===== src/fwtt_pkg.sv =====
// Shared types and constants for the feedback window threshold tuner.
`default_nettype none
package fwtt_pkg;

  localparam int RATE_W      = 17;
  localparam int THR_W       = 21;
  localparam int THR_EXT_W   = 22;
  localparam int DIV_STEPS   = 17;
  localparam int RECIP_W     = 18;
  localparam int RECIP_SHIFT = 24;
  localparam int PCT_DIV     = 100;
  localparam int RATE_HI_MUL = 20;
  localparam int RATE_LO_MUL = 100;

  localparam logic [THR_W-1:0]   THR_MIN   = 21'd131072;
  localparam logic [THR_W-1:0]   THR_MAX   = 21'd1310720;
  localparam logic [THR_W-1:0]   THR_RESET = 21'd327680;
  localparam logic [RECIP_W-1:0] RECIP     = 18'd167772;

  localparam logic [1:0] ACT_OBSERVE = 2'd0;
  localparam logic [1:0] ACT_TUNE    = 2'd1;

  typedef struct packed {
    logic       rd;
    logic       wr;
    logic [1:0] entry;
  } win_ctrl_t;

endpackage
`default_nettype wire


===== src/feedback_window_threshold_tuner_core.sv =====
// Top level of the feedback window threshold tuner with its item sequencer.
// An observe word reads and then writes the window before the rates; a tune word with enough
// fill may scale the threshold up to twice and then clamp it; an empty window gives zero rates.
// A new word is taken only when the sequencer is idle; the shared 17-step divider computes the
// three rates in turn, and a result that is not taken stalls the sequencer in its last state.
// Synchronous active-low reset empties the window and loads threshold 5.0.
`default_nettype none
module feedback_window_threshold_tuner_core
  import fwtt_pkg::*;
#(
  parameter int WINDOW_DEPTH = 1024,
  parameter int MIN_FILL     = 100,
  localparam int CNT_W       = $clog2(WINDOW_DEPTH + 1)
) (
  input  wire logic              clk,
  input  wire logic              rst_n,
  input  wire logic              in_valid,
  output logic                   in_ready,
  input  wire logic [1:0]        in_action,
  input  wire logic              in_true_rogue,
  input  wire logic              in_pred_anomaly,
  output logic                   out_valid,
  input  wire logic              out_ready,
  output logic [THR_W-1:0]       out_threshold,
  output logic [RATE_W-1:0]      out_anomaly_rate,
  output logic [RATE_W-1:0]      out_false_positive_rate,
  output logic [RATE_W-1:0]      out_false_negative_rate,
  output logic [CNT_W-1:0]       out_window_fill,
  input  wire logic              cfg_valid,
  output logic                   cfg_ready,
  input  wire logic [THR_W-1:0]  cfg_initial_threshold
);

  localparam int PTR_W = $clog2(WINDOW_DEPTH);
  localparam int CMP_W = CNT_W + 7;

  typedef enum logic [3:0] {
    S_IDLE, S_OBS_RD, S_OBS_WR, S_FP, S_FP_WAIT, S_FN, S_FN_WAIT,
    S_CLAMP, S_RATE, S_RATE_WAIT, S_DONE
  } state_t;

  typedef enum logic [1:0] {SEL_ANOM, SEL_FP, SEL_FN} rate_sel_t;

  state_t               state_r;
  rate_sel_t            sel_r;
  logic [1:0]           act_r;
  logic [1:0]           entry_r;
  logic [THR_W-1:0]     live_r;
  logic [THR_EXT_W-1:0] tw_r;
  logic [RATE_W-1:0]    an_rate_r;
  logic [RATE_W-1:0]    fp_rate_r;
  logic [RATE_W-1:0]    fn_rate_r;
  logic                 out_valid_r;
  logic [THR_W-1:0]     out_thr_r;
  logic [RATE_W-1:0]    out_an_r;
  logic [RATE_W-1:0]    out_fp_r;
  logic [RATE_W-1:0]    out_fn_r;
  logic [CNT_W-1:0]     out_fill_r;

  win_ctrl_t            win_ctrl;
  logic [CNT_W-1:0]     fill;
  logic [CNT_W-1:0]     fp_cnt;
  logic [CNT_W-1:0]     fn_cnt;
  logic [CNT_W-1:0]     an_cnt;
  logic                 in_acc;
  logic                 fp_hi;
  logic                 fp_lo;
  logic                 fn_hi;
  logic                 fn_lo;
  logic                 scale_start;
  logic                 scale_up;
  logic                 scale_done;
  logic [THR_EXT_W-1:0] scale_t;
  logic                 div_start;
  logic                 div_done;
  logic [CNT_W-1:0]     div_count;
  logic [RATE_W-1:0]    div_quo;
  logic [THR_W-1:0]     clamped;
  logic                 out_free;

  assign in_ready  = state_r == S_IDLE && !cfg_valid;
  assign in_acc    = in_valid && in_ready;
  assign cfg_ready = state_r == S_IDLE;
  assign out_free  = !out_valid_r || out_ready;

  always_comb begin
    fp_hi = CMP_W'(fp_cnt) * CMP_W'(RATE_HI_MUL) > CMP_W'(fill);
    fp_lo = CMP_W'(fp_cnt) * CMP_W'(RATE_LO_MUL) < CMP_W'(fill);
    fn_hi = CMP_W'(fn_cnt) * CMP_W'(RATE_HI_MUL) > CMP_W'(fill);
    fn_lo = CMP_W'(fn_cnt) * CMP_W'(RATE_LO_MUL) < CMP_W'(fill);

    win_ctrl.rd    = state_r == S_OBS_RD;
    win_ctrl.wr    = state_r == S_OBS_WR;
    win_ctrl.entry = entry_r;

    scale_start = (state_r == S_FP && (fp_hi || fp_lo)) ||
                  (state_r == S_FN && (fn_hi || fn_lo));
    scale_up    = (state_r == S_FP) ? fp_hi : fn_lo;

    div_start = state_r == S_RATE && fill != '0;
    unique case (sel_r)
      SEL_ANOM: div_count = an_cnt;
      SEL_FP:   div_count = fp_cnt;
      SEL_FN:   div_count = fn_cnt;
      default:  div_count = an_cnt;
    endcase

    if (tw_r < THR_EXT_W'(THR_MIN)) begin
      clamped = THR_MIN;
    end else if (tw_r > THR_EXT_W'(THR_MAX)) begin
      clamped = THR_MAX;
    end else begin
      clamped = tw_r[THR_W-1:0];
    end
  end

  fwtt_win #(
    .WINDOW_DEPTH (WINDOW_DEPTH),
    .PTR_W        (PTR_W),
    .CNT_W        (CNT_W)
  ) u_win (
    .clk    (clk),
    .rst_n  (rst_n),
    .ctrl   (win_ctrl),
    .fill   (fill),
    .fp_cnt (fp_cnt),
    .fn_cnt (fn_cnt),
    .an_cnt (an_cnt)
  );

  fwtt_scale u_scale (
    .clk   (clk),
    .rst_n (rst_n),
    .start (scale_start),
    .up    (scale_up),
    .t_in  (tw_r),
    .done  (scale_done),
    .t_out (scale_t)
  );

  fwtt_div #(
    .CNT_W (CNT_W)
  ) u_div (
    .clk      (clk),
    .rst_n    (rst_n),
    .start    (div_start),
    .dividend (div_count),
    .divisor  (fill),
    .done     (div_done),
    .quotient (div_quo)
  );

  always_ff @(posedge clk) begin
    if (!rst_n) begin
      state_r     <= S_IDLE;
      sel_r       <= SEL_ANOM;
      live_r      <= THR_RESET;
      out_valid_r <= 1'b0;
    end else begin
      if (out_valid_r && out_ready && state_r != S_DONE) begin
        out_valid_r <= 1'b0;
      end
      if (cfg_valid && cfg_ready) begin
        live_r <= cfg_initial_threshold;
      end
      unique case (state_r)
        S_IDLE: begin
          if (in_acc) begin
            act_r   <= in_action;
            entry_r <= {in_pred_anomaly, in_true_rogue};
            tw_r    <= THR_EXT_W'(live_r);
            sel_r   <= SEL_ANOM;
            if (in_action == ACT_OBSERVE) begin
              state_r <= S_OBS_RD;
            end else if (in_action == ACT_TUNE && fill >= CNT_W'(MIN_FILL)) begin
              state_r <= S_FP;
            end else begin
              state_r <= S_RATE;
            end
          end
        end
        S_OBS_RD: state_r <= S_OBS_WR;
        S_OBS_WR: state_r <= S_RATE;
        S_FP: state_r <= scale_start ? S_FP_WAIT : S_FN;
        S_FP_WAIT: begin
          if (scale_done) begin
            tw_r    <= scale_t;
            state_r <= S_FN;
          end
        end
        S_FN: state_r <= scale_start ? S_FN_WAIT : S_CLAMP;
        S_FN_WAIT: begin
          if (scale_done) begin
            tw_r    <= scale_t;
            state_r <= S_CLAMP;
          end
        end
        S_CLAMP: begin
          live_r  <= clamped;
          state_r <= S_RATE;
        end
        S_RATE: begin
          if (fill == '0) begin
            an_rate_r <= '0;
            fp_rate_r <= '0;
            fn_rate_r <= '0;
            state_r   <= S_DONE;
          end else begin
            state_r <= S_RATE_WAIT;
          end
        end
        S_RATE_WAIT: begin
          if (div_done) begin
            unique case (sel_r)
              SEL_ANOM: begin
                an_rate_r <= div_quo;
                sel_r     <= SEL_FP;
                state_r   <= S_RATE;
              end
              SEL_FP: begin
                fp_rate_r <= div_quo;
                sel_r     <= SEL_FN;
                state_r   <= S_RATE;
              end
              default: begin
                fn_rate_r <= div_quo;
                state_r   <= S_DONE;
              end
            endcase
          end
        end
        S_DONE: begin
          if (out_free) begin
            out_valid_r <= 1'b1;
            out_thr_r   <= live_r;
            out_an_r    <= an_rate_r;
            out_fp_r    <= fp_rate_r;
            out_fn_r    <= fn_rate_r;
            out_fill_r  <= fill;
            state_r     <= S_IDLE;
          end
        end
        default: state_r <= S_IDLE;
      endcase
    end
  end

  assign out_valid               = out_valid_r;
  assign out_threshold           = out_thr_r;
  assign out_anomaly_rate        = out_an_r;
  assign out_false_positive_rate = out_fp_r;
  assign out_false_negative_rate = out_fn_r;
  assign out_window_fill         = out_fill_r;

  // The two error classes are disjoint, so together they never exceed the fill.
  a_counts_fit: assert property (@(posedge clk) disable iff (!rst_n)
    (CNT_W + 1)'(fp_cnt) + (CNT_W + 1)'(fn_cnt) <= (CNT_W + 1)'(fill))
    else $error("error counts exceed window fill");

  a_clamp_range: assert property (@(posedge clk) disable iff (!rst_n)
    state_r == S_CLAMP |=> live_r >= THR_MIN && live_r <= THR_MAX)
    else $error("threshold outside clamp range after update");

  a_rates_max: assert property (@(posedge clk) disable iff (!rst_n)
    out_valid_r |-> out_an_r <= RATE_W'(65536) && out_fp_r <= RATE_W'(65536) &&
                    out_fn_r <= RATE_W'(65536))
    else $error("rate above one");

  a_busy_after_accept: assert property (@(posedge clk) disable iff (!rst_n)
    in_acc |=> !in_ready)
    else $error("ready right after an accepted word");

  a_acc_act_latched: assert property (@(posedge clk) disable iff (!rst_n)
    in_acc && in_action == ACT_OBSERVE |=> state_r == S_OBS_RD && act_r == ACT_OBSERVE)
    else $error("observe word did not start a window read");

endmodule
`default_nettype wire


===== src/fwtt_div.sv =====
// Shared restoring divider producing a Q1.16 ratio of a count to the window fill.
`default_nettype none
module fwtt_div
  import fwtt_pkg::*;
#(
  parameter int CNT_W = 11
) (
  input  wire logic              clk,
  input  wire logic              rst_n,
  input  wire logic              start,
  input  wire logic [CNT_W-1:0]  dividend,
  input  wire logic [CNT_W-1:0]  divisor,
  output logic                   done,
  output logic [RATE_W-1:0]      quotient
);

  localparam int STEP_W = $clog2(DIV_STEPS);

  logic [CNT_W:0]    rem_r;
  logic [RATE_W-1:0] quo_r;
  logic [STEP_W-1:0] step_r;
  logic              busy_r;
  logic              done_r;
  logic [CNT_W:0]    trial;
  logic [CNT_W:0]    diff;
  logic              ge;
  logic              last;

  always_comb begin
    trial = (step_r == '0) ? rem_r : {rem_r[CNT_W-1:0], 1'b0};
    ge    = trial >= {1'b0, divisor};
    diff  = trial - {1'b0, divisor};
    last  = busy_r && step_r == STEP_W'(DIV_STEPS - 1);
  end

  always_ff @(posedge clk) begin
    if (!rst_n) begin
      busy_r <= 1'b0;
      done_r <= 1'b0;
    end else begin
      done_r <= !start && last;
      if (start) begin
        busy_r <= 1'b1;
      end else if (last) begin
        busy_r <= 1'b0;
      end
    end
  end

  always_ff @(posedge clk) begin
    if (start) begin
      rem_r  <= {1'b0, dividend};
      step_r <= '0;
    end else if (busy_r) begin
      rem_r  <= ge ? diff : trial;
      quo_r  <= {quo_r[RATE_W-2:0], ge};
      step_r <= step_r + STEP_W'(1);
    end
  end

  assign done     = done_r;
  assign quotient = quo_r;

endmodule
`default_nettype wire


===== src/fwtt_scale.sv =====
// Threshold scaler applying a one percent step up or down with truncation.
`default_nettype none
module fwtt_scale
  import fwtt_pkg::*;
(
  input  wire logic                 clk,
  input  wire logic                 rst_n,
  input  wire logic                 start,
  input  wire logic                 up,
  input  wire logic [THR_EXT_W-1:0] t_in,
  output logic                      done,
  output logic [THR_EXT_W-1:0]      t_out
);

  localparam int PROD_W = THR_EXT_W + RECIP_W;
  localparam int Q_W    = PROD_W - RECIP_SHIFT;
  localparam int R_W    = THR_EXT_W + 1;

  logic [PROD_W-1:0]    prod_r;
  logic [THR_EXT_W-1:0] t_r;
  logic                 up_r;
  logic                 busy_r;
  logic                 done_r;
  logic [THR_EXT_W-1:0] t_out_r;
  logic [Q_W-1:0]       q0;
  logic [R_W-1:0]       rem_full;
  logic [7:0]           rem;
  logic                 adj;
  logic [7:0]           rem_fix;
  logic [THR_EXT_W-1:0] q;
  logic [THR_EXT_W-1:0] t_nxt;

  always_comb begin
    q0       = prod_r[PROD_W-1:RECIP_SHIFT];
    rem_full = {1'b0, t_r} - (R_W'(q0) * R_W'(PCT_DIV));
    rem      = rem_full[7:0];
    adj      = rem >= 8'(PCT_DIV);
    rem_fix  = adj ? rem - 8'(PCT_DIV) : rem;
    q        = THR_EXT_W'(q0) + THR_EXT_W'(adj);
    t_nxt    = up_r ? t_r + q : t_r - q - THR_EXT_W'(rem_fix != 8'd0);
  end

  always_ff @(posedge clk) begin
    if (!rst_n) begin
      busy_r <= 1'b0;
      done_r <= 1'b0;
    end else begin
      busy_r <= start;
      done_r <= busy_r;
    end
  end

  always_ff @(posedge clk) begin
    if (start) begin
      t_r    <= t_in;
      up_r   <= up;
      prod_r <= PROD_W'(t_in) * PROD_W'(RECIP);
    end
    if (busy_r) begin
      t_out_r <= t_nxt;
    end
  end

  assign done  = done_r;
  assign t_out = t_out_r;

endmodule
`default_nettype wire


===== src/fwtt_win.sv =====
// Feedback window store with write pointer, fill level and running error and anomaly counts.
`default_nettype none
module fwtt_win
  import fwtt_pkg::*;
#(
  parameter int WINDOW_DEPTH = 1024,
  parameter int PTR_W        = 10,
  parameter int CNT_W        = 11
) (
  input  wire logic             clk,
  input  wire logic             rst_n,
  input  wire win_ctrl_t        ctrl,
  output logic [CNT_W-1:0]      fill,
  output logic [CNT_W-1:0]      fp_cnt,
  output logic [CNT_W-1:0]      fn_cnt,
  output logic [CNT_W-1:0]      an_cnt
);

  logic [1:0]       mem [WINDOW_DEPTH];
  logic [1:0]       rd_data_r;
  logic [PTR_W-1:0] ptr_r;
  logic [CNT_W-1:0] fill_r;
  logic [CNT_W-1:0] fp_r;
  logic [CNT_W-1:0] fn_r;
  logic [CNT_W-1:0] an_r;
  logic             full;
  logic [1:0]       old;
  logic [CNT_W-1:0] fp_nxt;
  logic [CNT_W-1:0] fn_nxt;
  logic [CNT_W-1:0] an_nxt;

  always_comb begin
    full   = fill_r == CNT_W'(WINDOW_DEPTH);
    old    = full ? rd_data_r : 2'b00;
    fp_nxt = fp_r + CNT_W'(!ctrl.entry[0] && ctrl.entry[1]) - CNT_W'(!old[0] && old[1]);
    fn_nxt = fn_r + CNT_W'(ctrl.entry[0] && !ctrl.entry[1]) - CNT_W'(old[0] && !old[1]);
    an_nxt = an_r + CNT_W'(ctrl.entry[1]) - CNT_W'(old[1]);
  end

  always_ff @(posedge clk) begin
    if (ctrl.rd) begin
      rd_data_r <= mem[ptr_r];
    end
    if (ctrl.wr) begin
      mem[ptr_r] <= ctrl.entry;
    end
  end

  always_ff @(posedge clk) begin
    if (!rst_n) begin
      ptr_r  <= '0;
      fill_r <= '0;
      fp_r   <= '0;
      fn_r   <= '0;
      an_r   <= '0;
    end else if (ctrl.wr) begin
      ptr_r  <= (ptr_r == PTR_W'(WINDOW_DEPTH - 1)) ? '0 : ptr_r + PTR_W'(1);
      fill_r <= full ? fill_r : fill_r + CNT_W'(1);
      fp_r   <= fp_nxt;
      fn_r   <= fn_nxt;
      an_r   <= an_nxt;
    end
  end

  assign fill   = fill_r;
  assign fp_cnt = fp_r;
  assign fn_cnt = fn_r;
  assign an_cnt = an_r;

endmodule
`default_nettype wire

===== config.mk =====
export PLATFORM = sky130hd
export DESIGN_NAME = feedback_window_threshold_tuner_core
export DESIGN_NICKNAME = d
export VERILOG_FILES = /design/src/fwtt_pkg.sv /design/src/feedback_window_threshold_tuner_core.sv /design/src/fwtt_div.sv /design/src/fwtt_scale.sv /design/src/fwtt_win.sv
export SDC_FILE = /design/constraint.sdc
export NUM_CORES = 2
export LEC_CHECK = 0
export BUFFER_PORTS_ARGS = -buffer_cell sky130_fd_sc_hd__buf_2
export CAP_MARGIN = 10
export CORE_UTILIZATION = 32
export CTS_CLUSTER_DIAMETER = 60
export CTS_CLUSTER_SIZE = 25
export DETAILED_ROUTE_END_ITERATION = 16
export PLACE_DENSITY = 0.56
export SETUP_SLACK_MARGIN = 0.02
export SLEW_MARGIN = 40
export SYNTH_ARGS = -nofsm -noshare
export SYNTH_HDL_FRONTEND = slang
export SYNTH_SLANG_ARGS = --single-unit

===== constraint.sdc =====
create_clock -name clk -period 20.3 [get_ports clk]
set_input_delay 2.03 -clock clk [delete_from_list [all_inputs] [get_ports clk]]
set_output_delay 2.03 -clock clk [all_outputs]
set_load 0.02 [all_outputs]

==> results by group <==
Floorplanning
  • Core area: 343,300 µm²
  • Floorplan die width: 589.5 µm
  • Die Footprint: 347,500 µm²
  • Count of standard-cell rows: 215
  • Number of top-level pins: 116
  • Initial Utilization: 0.3218
  • Die height: 589.5 µm

Critical path
  • R2r setup slk: 13.81 ns
  • Arrival @ worst endpoint: 7.05 ns
  • Type of element launching the critical path: flip-flop
  • FF-to-FF End: u_scale.prod_r[38]$_DFFE_PP_
  • Required time at the worst-slack endpoint: 20.86 ns
  • Start-to-end type of the worst setup path: reg -> reg
  • R2R depth: 20
  • FF-to-FF Start: tw_r[14]$_DFFE_PP_
  • Category of the worst setup path capture point: flip-flop
  • Largest fanout of any net on the critical path: 10

Detailed routing
  • Count of routing violations after the opening detailed-route iteration: 7,270
  • WL final: 323.7 mm
  • Detailed-route DRC error count: 0
  • Routed wirelength normalized by instance count: 26.43 µm
  • Via-to-Cell Ratio: 5.374
  • Total via count in the routed design: 65,809
  • Antenna-violating nets left: 0
  • Number of iterations in the first detailed-routing pass: 5

Timing
  • Worst relative slew slack: 0.3847
  • Clock Skews: 0.1217 ns
  • Unrepaired setup endpoints after global routing: no
  • Final Hold Fails: 0
  • Final number of max-transition violations: 0
  • Count of endpoints failing setup in the final report: 0
  • Final worst path period need: 6.486 ns
  • Worst slew pin tran: 0.9230 ns
  • Final hold slack: 0.4256 ns
  • Total Negative Setup Slacks: 0 ns
  • Maximum achievable frequency: 154.2 MHz
  • Final critical-path share of the clock period: 0.3195

Logic synthesis
  • Synthesis-stage register bit count: 2,389
  • Top-count cell post-synth: sky130_fd_sc_hd__edfxtp_1
  • Combinational family with the most area after synthesis: multiplexers
  • Average size of a mapped cell: 14.50 µm²
  • Net count after synthesis: 8,271
  • Post-synthesis share of cell area spent on xor and xnor gates: 0.009991
  • Sequential area share after synthesis: 0.6411
  • Area fraction in and, or, nand and nor cells after synthesis: 0.07341
  • EDFF count, synth: 2,297
  • Largest area contributor in the netlist: sky130_fd_sc_hd__edfxtp_1
  • Area fraction in compound gates after synthesis: 0.05102
  • Fraction of post-synthesis cell area in the top cell type by area: 0.6245
  • Share of cell area taken by muxes after synthesis: 0.1085
  • Cell count after synthesis: 7,619
  • Total number of yosys warnings: 0
  • Most instantiated flip-flop cell in the synthesis netlist: sky130_fd_sc_hd__edfxtp_1
  • Count of cell types in the netlist: 89
  • Top cells by count, synth: sky130_fd_sc_hd__edfxtp_1, sky130_fd_sc_hd__nor2_1, sky130_fd_sc_hd__mux2i_1
  • Netlist area before placement: 110,500 µm²
  • Synth area leaders: sky130_fd_sc_hd__edfxtp_1, sky130_fd_sc_hd__mux4_2, sky130_fd_sc_hd__ha_1
  • Async S/R FF share, synth: 0
  • Adder-cell share of the synthesized area: 0.08194

Place
  • Input/output buffers: 115
  • Gpl congestion: 0.8431
  • Cells after DPL: 11,970
  • Detailed placement HPWL: 195.3 mm

CTS
  • Number of levels the H-tree was split into: 4
  • TritonCTS clock tree: done
  • TritonCTS buffer count: 156
  • Worst-case clock buffer depth: 4
  • Worst skew pair latency: 0.93 ns
  • Root buffer cell: sky130_fd_sc_hd__clkbuf_16
  • Post-CTS setup buffer count: 0
  • Count of clock tree sinks: 2,389
  • Clock transition time at the flip-flop clock pins of the worst setup and hold paths: 0.08 ns
  • Number of cells upsized or downsized after cts: 0
  • Hold buffers post-CTS: 0

Power and ir drop
  • Overall power: 10,620 µW
  • Cell internal pwr: 7789 µW
  • Register share of total power: 0.516
  • Static Leakage: 0.03880 µW
  • Switching fraction of total power: 0.2669
  • Switching power: 2836 µW
  • Proportion of power drawn by the clock network: 0.329
  • Proportion of power drawn by combinational gates: 0.155
  • Max rail drop VDD: 0.1159 mV
  • Areal power density over the cells: 87.18 nW/µm²

Global routing
  • Vias in the first global route: 64,957
  • First-pass GRT wire length: 462.6 mm
  • Number of antenna violations at the first check in global routing: 16
  • Total congestion overflow: 0
  • GRT Overall Usage: 0.1815
  • Largest net degree at the start of global routing: 195

Layout
  • # nets final: 8,226
  • Finished Layout Cells: 12,246
  • P&R area growth vs syn: 10.33%
  • Share of layout cells above drive strength 1: 0.1250

Hold path
  • Cell count of the worst hold path: 0
  • Hold path startpoint: an_rate_r[10]$_DFFE_PP_
  • Capture endpoint of the worst hold path: out_anomaly_rate[10]$_DFFE_PP_
  • Worst hold-check path type: reg -> reg

Run
  • Number of maximum-capacitance constraint violations: 0

Run status
  • Status: completed
layout make-up:
cell class                 count  area (µm²)
tap                         4557        5702
inverter                     414        1555
clock inverter                95        1266
fill                       32777      221400
multi-input combinational   4346       36430
antenna                        4       10.01
clock buffer                 174        4056
sequential                  2389       70840
timing repair buffer         267        2009
routing by layer:
metal  vias to the layer above  GRT usage  wire (µm)
met5                         -          0         90
met4                        10    0.04675       8730
met3                       443    0.02999      27320
met2                      2917     0.2927     150800
met1                     34055     0.2541     136800
li1                      28384          -          -
power by group through the flow:
stage / sequential [µW] / combinational, µW / clock, µW
2_1_floorplan: 5640 / 1180 / 0
3_3_place_gp: 5600 / 1650 / 0
3_5_place_dp: 5600 / 1650 / 0
4_1_cts: 5480 / 1670 / 3550
5_1_grt: 5490 / 1880 / 3700
6_report: 5480 / 1650 / 3500
metrics by stage:
stage                     setup WS [ns]  instance area [µm²]    util
final                             13.81               121900  0.3550
after global routing              13.41               121900  0.3550
after CTS                         13.74               121700  0.3546
after detailed placement          13.79               116400  0.3391
after global placement            13.69               116100  0.3381
after floorplan                   4.914               110500       -
worst max-delay path by stage:
stage | from | end | slack (ns) | depth (start not counted)
after floorplan | entry_r[1]$_DFFE_PP_ | u_win.an_cnt[8]$_SDFFE_PN0P_ | 4.91 | 12
after global placement | tw_r[13]$_DFFE_PP_ | u_scale.prod_r[38]$_DFFE_PP_ | 13.69 | 20
after detailed placement | tw_r[14]$_DFFE_PP_ | u_scale.prod_r[38]$_DFFE_PP_ | 13.79 | 20
after CTS | tw_r[14]$_DFFE_PP_ | u_scale.prod_r[38]$_DFFE_PP_ | 13.74 | 20
after global routing | tw_r[19]$_DFFE_PP_ | u_scale.prod_r[38]$_DFFE_PP_ | 13.41 | 20
final | tw_r[14]$_DFFE_PP_ | u_scale.prod_r[38]$_DFFE_PP_ | 13.81 | 20
sequential cells by signal (all words and copies together) (netlist names), 16 cells and up:
register and count:
an_rate_r 17, fn_rate_r 17, fp_rate_r 17, live_r 21, out_anomaly_rate 17, out_false_negative_rate 17, out_false_positive_rate 17, out_threshold 21
tw_r 22, u_div.quotient 17, u_scale.prod_r 16, u_scale.t_out 22, u_scale.t_r 22, u_win.mem 2048
placed cells by master (no fill, tap or decap), drive strengths merged, types with 17 or more instances in the layout:
cell type / count
and2: 33
nand4: 37
buf: 267
fa: 169
mux2: 36
and3: 34
a21o: 42
a31oi: 21
nor3: 84
xor2: 31
ha: 453
nor2b: 32
a21oi: 169
edfxtp: 2297
a22oi: 83
or3: 18
nor4: 63
clkinv: 38
dfxtp: 92
clkbuf: 174
nand2: 205
a221oi: 31
o22ai: 234
nor2: 1235
mux4: 277
o21ai: 127
nand2b: 17
inv: 456
mux2i: 533
o211ai: 29
a211oi: 27
xnor2: 95
nand3: 77
worst max-delay path, stage by stage, from the launching register on:
cell and delay [ns]:
sky130_fd_sc_hd__edfxtp_1 0.78, sky130_fd_sc_hd__inv_1 0.19, sky130_fd_sc_hd__ha_1 0.36, sky130_fd_sc_hd__fa_1 0.45
sky130_fd_sc_hd__fa_1 0.51, sky130_fd_sc_hd__fa_1 0.54, sky130_fd_sc_hd__inv_1 0.05, sky130_fd_sc_hd__fa_1 0.46
sky130_fd_sc_hd__fa_1 0.50, sky130_fd_sc_hd__inv_1 0.05, sky130_fd_sc_hd__ha_1 0.29, sky130_fd_sc_hd__a211oi_1 0.23
sky130_fd_sc_hd__o21ai_0 0.13, sky130_fd_sc_hd__a22oi_1 0.25, sky130_fd_sc_hd__a31oi_1 0.12, sky130_fd_sc_hd__buf_4 0.18
sky130_fd_sc_hd__o211ai_1 0.30, sky130_fd_sc_hd__nand2_1 0.12, sky130_fd_sc_hd__a41oi_1 0.33, sky130_fd_sc_hd__o21ai_0 0.17
sky130_fd_sc_hd__xor2_1 0.16
logic make-up after synthesis:
group | count (synthesis)
DFF | 2389
buffers and inverters | 884
muxes | 846
xor gates and xnor gates | 126
and+or+nand+nor | 1885
AOI/OAI and AO/OA | 867
adders and majority gates | 622
(Power assumes the default switching activity.)
